<file path="src/rtl/core/ksfl_pkg.sv">
// ----------------------------------------------------------------------------
// ksfl_pkg
// shared types and codes for the k-stacks shared free list unit
// ----------------------------------------------------------------------------
package ksfl_pkg;

    // field widths of the transactions
    localparam int MODE_W   = 2;
    localparam int SNO_W    = 3;
    localparam int VALUE_W  = 32;
    localparam int STATUS_W = 2;
    localparam int TOP_W    = 7;

    // operation codes
    localparam logic [MODE_W-1:0] MODE_PUSH = 2'd0;
    localparam logic [MODE_W-1:0] MODE_POP  = 2'd1;
    localparam logic [MODE_W-1:0] MODE_PEEK = 2'd2;

    // result status codes
    localparam logic [STATUS_W-1:0] STATUS_OK        = 2'd0;
    localparam logic [STATUS_W-1:0] STATUS_OVERFLOW  = 2'd1;
    localparam logic [STATUS_W-1:0] STATUS_UNDERFLOW = 2'd2;

    // empty top slot as seen on the result
    localparam logic [TOP_W-1:0] TOP_EMPTY = '1;

    // controller states
    typedef enum logic [1:0] {
        ST_IDLE,
        ST_HEAD,
        ST_SLOT
    } state_t;

    // which result the datapath loads into the output register
    typedef enum logic [2:0] {
        RES_TOP,
        RES_OVERFLOW,
        RES_PUSH,
        RES_UNDERFLOW,
        RES_POP,
        RES_PEEK
    } res_kind_t;

    // controller to datapath
    typedef struct packed {
        logic      capture;
        logic      rd_top;
        logic      do_push;
        logic      do_pop;
        logic      emit;
        res_kind_t kind;
    } ksfl_cmd_t;

    // datapath to controller
    typedef struct packed {
        logic [MODE_W-1:0] mode;
        logic              sn_ok;
        logic              top_nil;
        logic              free_nil;
        logic              out_free;
    } ksfl_stat_t;

endpackage

</file>
<file path="src/rtl/core/k_stacks_shared_free_list_unit.sv">
// ----------------------------------------------------------------------------
// k_stacks_shared_free_list_unit
// STACKS linked stacks sharing one store of SLOTS slots and one free list
// ----------------------------------------------------------------------------
// One transaction in gives one transaction out. A transaction is accepted,
// then the stack head store (and the link at the free list head) is read
// through a register; a push, and a pop or peek of an empty stack, load the
// result from that read. A pop or peek of a non-empty stack then needs a
// second registered read of the slot data and link stores. The next
// transaction is accepted in the cycle after a result is loaded, while that
// result may still wait on m_tready; a result waits in its last step only if
// the previous one has not been taken. No clearing pass follows reset: a fill
// count stands in for the initial chaining of the link store, and head valid
// bits for the empty stacks, so the unit is ready right after reset.
// s_tuser carries the operation: 0 push, 1 pop, 2 peek. m_tuser carries the
// status: 0 ok, 1 overflow on push, 2 underflow on pop.
// ----------------------------------------------------------------------------
module k_stacks_shared_free_list_unit #(
    parameter int SLOTS  = 64,
    parameter int STACKS = 8
) (
    input  logic                          aclk,
    input  logic                          aresetn,
    input  logic                          s_tvalid,
    output logic                          s_tready,
    input  logic [39:0]                   s_tdata,  // stack_no[2:0], value[34:3]
    input  logic [ksfl_pkg::MODE_W-1:0]   s_tuser,  // mode[1:0]
    output logic                          m_tvalid,
    input  logic                          m_tready,
    output logic [39:0]                   m_tdata,  // data_out[31:0], top_slot[38:32]
    output logic [ksfl_pkg::STATUS_W-1:0] m_tuser   // status[1:0]
);
    import ksfl_pkg::*;

    ksfl_cmd_t  cmd;
    ksfl_stat_t stat;

    // sequencer
    ksfl_ctrl u_ctrl (
        .aclk     (aclk),
        .aresetn  (aresetn),
        .s_tvalid (s_tvalid),
        .s_tready (s_tready),
        .stat     (stat),
        .cmd      (cmd)
    );

    // stores and result register
    ksfl_dpath #(
        .SLOTS  (SLOTS),
        .STACKS (STACKS)
    ) u_dpath (
        .aclk     (aclk),
        .aresetn  (aresetn),
        .s_tdata  (s_tdata),
        .s_tuser  (s_tuser),
        .m_tvalid (m_tvalid),
        .m_tready (m_tready),
        .m_tdata  (m_tdata),
        .m_tuser  (m_tuser),
        .cmd      (cmd),
        .stat     (stat)
    );

endmodule

</file>
<file path="src/rtl/core/ksfl_ctrl.sv">
// ----------------------------------------------------------------------------
// ksfl_ctrl
// sequencer: accepts one transaction, steps it through head and slot reads
// ----------------------------------------------------------------------------
module ksfl_ctrl (
    input  logic                aclk,
    input  logic                aresetn,
    input  logic                s_tvalid,
    output logic                s_tready,
    input  ksfl_pkg::ksfl_stat_t stat,
    output ksfl_pkg::ksfl_cmd_t  cmd
);
    import ksfl_pkg::*;

    state_t state_reg;
    state_t state_next;

    // state register
    always_ff @(posedge aclk) begin
        if (!aresetn) begin
            state_reg <= ST_IDLE;
        end else begin
            state_reg <= state_next;
        end
    end

    // next state and commands
    always_comb begin
        state_next  = state_reg;
        s_tready    = 1'b0;
        cmd         = '0;
        cmd.kind    = RES_TOP;
        case (state_reg)
            ST_IDLE: begin
                s_tready = 1'b1;
                if (s_tvalid) begin
                    cmd.capture = 1'b1;
                    state_next  = ST_HEAD;
                end
            end
            ST_HEAD: begin
                if (!stat.sn_ok) begin
                    cmd.kind = RES_TOP;
                    cmd.emit = stat.out_free;
                end else begin
                    case (stat.mode)
                        MODE_PUSH: begin
                            if (stat.free_nil) begin
                                cmd.kind = RES_OVERFLOW;
                                cmd.emit = stat.out_free;
                            end else begin
                                cmd.kind    = RES_PUSH;
                                cmd.emit    = stat.out_free;
                                cmd.do_push = stat.out_free;
                            end
                        end
                        MODE_POP: begin
                            if (stat.top_nil) begin
                                cmd.kind = RES_UNDERFLOW;
                                cmd.emit = stat.out_free;
                            end else begin
                                cmd.rd_top = 1'b1;
                            end
                        end
                        MODE_PEEK: begin
                            if (stat.top_nil) begin
                                cmd.kind = RES_TOP;
                                cmd.emit = stat.out_free;
                            end else begin
                                cmd.rd_top = 1'b1;
                            end
                        end
                        default: begin
                            cmd.kind = RES_TOP;
                            cmd.emit = stat.out_free;
                        end
                    endcase
                end
                if (cmd.rd_top) begin
                    state_next = ST_SLOT;
                end else if (cmd.emit) begin
                    state_next = ST_IDLE;
                end
            end
            ST_SLOT: begin
                if (stat.mode == MODE_POP) begin
                    cmd.kind   = RES_POP;
                    cmd.do_pop = stat.out_free;
                end else begin
                    cmd.kind = RES_PEEK;
                end
                cmd.emit = stat.out_free;
                if (stat.out_free) begin
                    state_next = ST_IDLE;
                end
            end
            default: begin
                state_next = ST_IDLE;
            end
        endcase
    end

endmodule

</file>
<file path="src/rtl/core/ksfl_dpath.sv">
// ----------------------------------------------------------------------------
// ksfl_dpath
// slot, link and head stores, free list head, fill count and output register
// ----------------------------------------------------------------------------
module ksfl_dpath #(
    parameter int SLOTS  = 64,
    parameter int STACKS = 8
) (
    input  logic                        aclk,
    input  logic                        aresetn,
    input  logic [39:0]                 s_tdata,
    input  logic [ksfl_pkg::MODE_W-1:0] s_tuser,
    output logic                        m_tvalid,
    input  logic                        m_tready,
    output logic [39:0]                 m_tdata,
    output logic [ksfl_pkg::STATUS_W-1:0] m_tuser,
    input  ksfl_pkg::ksfl_cmd_t         cmd,
    output ksfl_pkg::ksfl_stat_t        stat
);
    import ksfl_pkg::*;

    localparam int IDX_W  = $clog2(SLOTS);
    localparam int LINK_W = IDX_W + 1;
    localparam int CNT_W  = IDX_W + 1;
    localparam int SN_W   = (STACKS > 1) ? $clog2(STACKS) : 1;
    localparam logic [LINK_W-1:0] NIL = '1;

    // encode a link for the result: empty is all ones, else low bits of the index
    function automatic logic [TOP_W-1:0] enc_top(input logic [LINK_W-1:0] v);
        logic [IDX_W+TOP_W-1:0] w;
        w = {{TOP_W{1'b0}}, v[IDX_W-1:0]};
        return v[LINK_W-1] ? TOP_EMPTY : w[TOP_W-1:0];
    endfunction

    // input fields
    logic [SNO_W-1:0]   in_sno;
    logic [VALUE_W-1:0] in_value;
    logic [SN_W+SNO_W-1:0] in_sn_wide;
    logic [SN_W-1:0]    in_saddr;
    logic               in_sn_ok;

    assign in_sno     = s_tdata[SNO_W-1:0];
    assign in_value   = s_tdata[SNO_W+VALUE_W-1:SNO_W];
    assign in_sn_wide = {{SN_W{1'b0}}, in_sno};
    assign in_saddr   = in_sn_wide[SN_W-1:0];
    assign in_sn_ok   = (32'(in_sno) < STACKS);

    // captured transaction
    logic [MODE_W-1:0]  mode_reg;
    logic [VALUE_W-1:0] value_reg;
    logic [SN_W-1:0]    saddr_reg;
    logic               sn_ok_reg;

    always_ff @(posedge aclk) begin
        if (cmd.capture) begin
            mode_reg  <= s_tuser;
            value_reg <= in_value;
            saddr_reg <= in_saddr;
            sn_ok_reg <= in_sn_ok;
        end
    end

    // free list head and fill count (slots at or above the count are untouched)
    logic [LINK_W-1:0] free_head_reg;
    logic [CNT_W-1:0]  fill_reg;

    // head store with valid bits
    logic [LINK_W-1:0] head_mem [STACKS];
    logic [STACKS-1:0] head_vld_reg;
    logic [LINK_W-1:0] head_rd_reg;
    logic              head_rdv_reg;
    logic [LINK_W-1:0] top_q;

    assign top_q = head_rdv_reg ? head_rd_reg : NIL;

    // link and data stores
    logic [LINK_W-1:0]  link_mem [SLOTS];
    logic [VALUE_W-1:0] data_mem [SLOTS];
    logic [LINK_W-1:0]  link_rd_reg;
    logic               link_virt_reg;
    logic [LINK_W-1:0]  link_vval_reg;
    logic [VALUE_W-1:0] data_rd_reg;
    logic [LINK_W-1:0]  link_q;

    assign link_q = link_virt_reg ? link_vval_reg : link_rd_reg;

    // link read address and the value an untouched slot holds
    logic [IDX_W-1:0]  lrd_addr;
    logic [CNT_W-1:0]  lrd_ext;
    logic [CNT_W-1:0]  lrd_plus;
    logic [LINK_W-1:0] lrd_virt_val;

    assign lrd_addr     = cmd.capture ? free_head_reg[IDX_W-1:0] : top_q[IDX_W-1:0];
    assign lrd_ext      = {1'b0, lrd_addr};
    assign lrd_plus     = lrd_ext + CNT_W'(1);
    assign lrd_virt_val = (lrd_plus < CNT_W'(SLOTS)) ? {1'b0, lrd_plus[IDX_W-1:0]} : NIL;

    // push and pop targets
    logic [IDX_W-1:0] fh_idx;
    logic [IDX_W-1:0] top_idx;
    logic [CNT_W-1:0] fh_ext;

    assign fh_idx  = free_head_reg[IDX_W-1:0];
    assign top_idx = top_q[IDX_W-1:0];
    assign fh_ext  = {1'b0, fh_idx};

    // control registers: free head, fill count, head valid bits
    always_ff @(posedge aclk) begin
        if (!aresetn) begin
            free_head_reg <= '0;
            fill_reg      <= '0;
            head_vld_reg  <= '0;
        end else begin
            if (cmd.do_push) begin
                free_head_reg          <= link_q;
                head_vld_reg[saddr_reg] <= 1'b1;
                if (fh_ext >= fill_reg) begin
                    fill_reg <= fh_ext + CNT_W'(1);
                end
            end else if (cmd.do_pop) begin
                free_head_reg          <= top_q;
                head_vld_reg[saddr_reg] <= 1'b1;
            end
        end
    end

    // head store write and registered read
    always_ff @(posedge aclk) begin
        if (cmd.do_push) begin
            head_mem[saddr_reg] <= free_head_reg;
        end else if (cmd.do_pop) begin
            head_mem[saddr_reg] <= link_q;
        end
        if (cmd.capture) begin
            head_rd_reg  <= head_mem[in_saddr];
            head_rdv_reg <= in_sn_ok && head_vld_reg[in_saddr];
        end
    end

    // link store write and registered read
    always_ff @(posedge aclk) begin
        if (cmd.do_push) begin
            link_mem[fh_idx] <= top_q;
        end else if (cmd.do_pop) begin
            link_mem[top_idx] <= free_head_reg;
        end
        if (cmd.capture || cmd.rd_top) begin
            link_rd_reg   <= link_mem[lrd_addr];
            link_virt_reg <= (lrd_ext >= fill_reg);
            link_vval_reg <= lrd_virt_val;
        end
    end

    // data store write and registered read
    always_ff @(posedge aclk) begin
        if (cmd.do_push) begin
            data_mem[fh_idx] <= value_reg;
        end
        if (cmd.rd_top) begin
            data_rd_reg <= data_mem[top_idx];
        end
    end

    // result selection
    logic [STATUS_W-1:0] res_status;
    logic [VALUE_W-1:0]  res_data;
    logic [TOP_W-1:0]    res_top;

    always_comb begin
        res_status = STATUS_OK;
        res_data   = '0;
        res_top    = enc_top(top_q);
        case (cmd.kind)
            RES_TOP: begin
                res_top = sn_ok_reg ? enc_top(top_q) : TOP_EMPTY;
            end
            RES_OVERFLOW: begin
                res_status = STATUS_OVERFLOW;
            end
            RES_PUSH: begin
                res_top = enc_top(free_head_reg);
            end
            RES_UNDERFLOW: begin
                res_status = STATUS_UNDERFLOW;
                res_top    = TOP_EMPTY;
            end
            RES_POP: begin
                res_data = data_rd_reg;
                res_top  = enc_top(link_q);
            end
            RES_PEEK: begin
                res_data = data_rd_reg;
            end
            default: begin
                res_top = TOP_EMPTY;
            end
        endcase
    end

    // output register
    logic                m_tvalid_reg;
    logic [STATUS_W-1:0] status_out_reg;
    logic [VALUE_W-1:0]  data_out_reg;
    logic [TOP_W-1:0]    top_out_reg;

    always_ff @(posedge aclk) begin
        if (!aresetn) begin
            m_tvalid_reg <= 1'b0;
        end else if (cmd.emit) begin
            m_tvalid_reg <= 1'b1;
        end else if (m_tready) begin
            m_tvalid_reg <= 1'b0;
        end
    end

    always_ff @(posedge aclk) begin
        if (cmd.emit) begin
            status_out_reg <= res_status;
            data_out_reg   <= res_data;
            top_out_reg    <= res_top;
        end
    end

    assign m_tvalid = m_tvalid_reg;
    assign m_tuser  = status_out_reg;
    assign m_tdata  = {1'b0, top_out_reg, data_out_reg};

    // status to the controller
    assign stat.mode     = mode_reg;
    assign stat.sn_ok    = sn_ok_reg;
    assign stat.top_nil  = top_q[LINK_W-1];
    assign stat.free_nil = free_head_reg[LINK_W-1];
    assign stat.out_free = !m_tvalid_reg || m_tready;

endmodule
</file>
<file path="config.mk">
export PLATFORM = sky130hd
export DESIGN_NAME = k_stacks_shared_free_list_unit
export DESIGN_NICKNAME = d
export VERILOG_FILES = /design/src/rtl/core/ksfl_pkg.sv /design/src/rtl/core/k_stacks_shared_free_list_unit.sv /design/src/rtl/core/ksfl_ctrl.sv /design/src/rtl/core/ksfl_dpath.sv
export SDC_FILE = /design/constraint.sdc
export NUM_CORES = 2
export LEC_CHECK = 0
export BUFFER_PORTS_ARGS = -buffer_cell sky130_fd_sc_hd__buf_4
export CORE_ASPECT_RATIO = 1.4
export CORE_MARGIN = 2
export CORE_UTILIZATION = 53
export DETAILED_ROUTE_END_ITERATION = 8
export PLACE_DENSITY = 0.79
export SLEW_MARGIN = 40
export SYNTH_ARGS = -nofsm -noshare
export SYNTH_HDL_FRONTEND = slang
export SYNTH_SLANG_ARGS = --single-unit
</file>
<file path="constraint.sdc">
create_clock -name aclk -period 9.4 [get_ports aclk]
set_clock_uncertainty 0.1 [all_clocks]
set_input_delay 0 -clock aclk [delete_from_list [all_inputs] [get_ports aclk]]
set_output_delay 0 -clock aclk [all_outputs]
set_load 0.005 [all_outputs]
</file>
==> run_results.csv <==
group,metric,value,unit
status,status,"completed",
global_route,globalRouteTotalUtil,0.2726,
route,viasPerCell,6.775,
synth,synth_edf_count,2685,
pwr,combPwrFrac,0.083,
route,drt_iter0_drc,9610,
timing,final-setup-viol-count,0,
worst_hold_path,hold_class,"input pin to flop",
synth,async_flop_share,0,
layout,final_nets,5792,
global_route,grt_pass1_vias,58702,
route,drc,0,
pwr,leakagePower,36.80,nW
clocking,root_buffer,"clkbuf_16",
die,start_util,0.5314,
global_route,antenna_found_initial,7,
synth,ys_types,58,
clocking,cts.path.max_buffers,4,
layout,fillCellCount,13063,
setup_path,arrival,5690,ps
clocking,worstSkewPairLatency,920,ps
route,wire_per_inst,32.49,um
route,drtAntennaViolNets,0,
layout,top_regs,"u_dpath.data_mem x2048, u_dpath.link_mem x448, u_dpath.head_mem x56",
pwr,seqPwrFrac,0.527,
synth,postSynthAreaPerCell,19.13,sq um
pwr,power.internal,0.01973,W
global_route,grt_pass1_wl,399200,um
layout,regMostFlops,"u_dpath.data_mem",
route,num_vias,57929,
route,wirelength,277800,um
timing,relSlewSlack,0.3280,
global_route,grt.overflow.total,0,
synth,syn_area,104700,sq um
setup_path,cp_max_fo,60,
timing,worstMarginPinSlew,999.5,ps
placement,place_ws,3955,ps
placement,place_congestion,0.8585,
pwr,power,0.02562,W
synth,synth_fp_nets,5542,
timing,rsz0062_at_grt,"false",
die,die_x,379.7,um
layout,seq_area,81130,sq um
timing,drv_slew,0,
die,pin_count,90,
pwr,power.switching,0.005887,W
synth,synthMuxAreaShare,0.1217,
placement,placed_area,109600,sq um
die,rows,193,
setup_path,cp-start-kind,"flop",
layout,final_area,118300,sq um
synth,synth_top_family_by_area,"multiplexers",
synth,synth_compound_area_frac,0.04769,
timing,setup_ws,4246,ps
clocking,post_cts_buffers,0,
die,coreArea,197000,sq um
synth,yosys.area_share.simple,0.03855,
synth,synthAdderAreaFrac,0.002748,
clocking,tritoncts,"built",
placement,port_buffers,83,
placement,post-dp-hpwl,140800,um
pwr,ir_drop,0.0001833,V
synth,synth_ff_type,"edfxtp_1",
run,cap_violations,0,
clocking,ctsResizeCount,0,
setup_path,worstSetupEndpointType,"flop",
clocking,clk_pin_slew,70,ps
synth,synthCells,5473,
setup_path,crit_required,9930,ps
synth,ys_seq_area_frac,0.7747,
pwr,powerDensity,216.5,nW/um^2
die,fp.dieH,529.9,um
clocking,cts_made_buffers,240,
synth,synth_seq_cells,2710,
layout,multi_input_area,22950,sq um
timing,hold_viol,0,
synth,yosysWarnings,0,
timing,setup_tns,0,ps
layout,drive_above_1_share,0.2316,
pwr,p_clk_frac,0.390,
clocking,hold_buffers,81,
clocking,cts.sinks,2710,
timing,fmax,0.1940,GHz
timing,period_needed,5154,ps
timing,finalCritPeriodShare,0.5483,
clocking,cts_htree_levels,4,
die,die_area,201200,sq um
pwr,switching_share,0.2298,
global_route,grt_max_degree,134,
setup_path,setup.worst_path.class,"flop to flop",
synth,synth_xor_xnor_area_share,0.0005018,
route,drtPass1Iterations,7,
layout,syn_to_final_growth,13.01,%
layout,largest_reg_flops,2048,
## through the flow
stage / utilization / cells / hold WS, ps
after global routing: 0.6005 / 8548 / 270.6
after global placement: 0.5548 / 8026 / 77.81
after floorplan: - / 5473 / -1.131
final: 0.6005 / 8551 / 224.5
after detailed placement: 0.5560 / 8030 / 79.29
after CTS: 0.6000 / 8545 / 184.2
## worst paths after layout
kind | cells after the start | end | slack, ps | from
max reg2reg | 11 | u_dpath.link_rd_reg[1]$_DFFE_PP_ | 4250 | u_ctrl.state_reg[1]$_SDFFE_PN0P_
min | 4 | u_dpath.fill_reg[1]$_SDFFE_PN0P_ | 220 | aresetn
min reg2reg | 2 | u_dpath.head_vld_reg[3]$_SDFFE_PN0P_ | 370 | u_dpath.head_vld_reg[3]$_SDFFE_PN0P_
max | 11 | u_dpath.link_rd_reg[1]$_DFFE_PP_ | 4250 | u_ctrl.state_reg[1]$_SDFFE_PN0P_
## power by group through the flow
stage	clock [W]	sequential, W	combinational (W)
after floorplan	0	0.0138	0.00121
after global placement	0	0.0138	0.00194
after detailed placement	0	0.0138	0.00201
after CTS	0.00998	0.0135	0.00208
after global routing	0.0104	0.0135	0.00223
final	0.00999	0.0135	0.00213
## area by class of cell
type                            instances  area share
Multi-Input combinational cell       2402      0.1940
Tap cell                             2632     0.02783
Clock inverter                        156     0.01425
Antenna cell                            4  0.00008459
Clock buffer                          278     0.05214
Sequential cell                      2710      0.6856
Timing Repair Buffer                  344     0.02529
Inverter                               25   0.0008776
## cell usage in the layout (no fill, tap or decap), types with 35 or more instances in the layout
master         count
dlygate4sd3_1     81
a221oi_1          49
nor2_4            63
buf_4            237
o22ai_1           92
clkinv_2          50
mux2_2           138
edfxtp_1        2685
o21ai_1           59
and2_1            36
a311oi_1          59
nor2_1           208
o21ai_0           89
mux4_2           484
a211oi_1          46
nand2_1          380
clkinv_1          43
clkbuf_16        241
clkbuf_1          37
o221ai_1          35
a21oi_1          251
a22oi_1           48
nand3_1          153
## synthesized netlist by cell type (25+ instances only)
cell      number  area [sq um]
a311oi_1      60         525.5
nand2_1      384          1441
o21ai_0       91         455.4
mux2_2       138          1554
a21oi_1      258          1291
mux4_2       484         10900
o221ai_1      35         306.5
a211oi_1      46         345.3
buf_1         45         168.9
o21ai_1       57         285.3
dfxtp_1       25         500.5
a221oi_1      49         429.2
o22ai_1       93         581.8
edfxtp_1    2685         80630
and2_1        36         225.2
clkbuf_1     228         855.8
buf_2         54         270.3
nor2_1       272          1021
nand3_1      160         800.8
a22oi_1       48         360.4
## cells by family after synthesis
group	count (synthesis)
flops	2710
buf+inv	361
mux	648
fa+ha+maj	23
simple gates	933
compound gates	791
other cells	1
xor+xnor	6
## worst max-delay path, stage by stage, from the launching register on
cell,delay [ps]
dfxtp_1,340
inv_1,140
ha_1,260
nand2_2,300
mux2i_4,300
buf_4,310
inv_6,520
buf_4,690
mux4_2,590
a22oi_1,580
nand2_1,120
or4b_1,560
## layer usage
| metal | GRT usage | wire length, um | vias to the layer above |
|---|---|---|---|
| met4 | 0.1465 | 16420 | 6 |
| li1 | - | - | 22803 |
| met3 | 0.05729 | 32480 | 951 |
| met5 | 0 | 39 | - |
| met2 | 0.4539 | 137700 | 4786 |
| met1 | 0.3376 | 91150 | 29383 |
No activity file was read; power rests on OpenSTA's default activity.
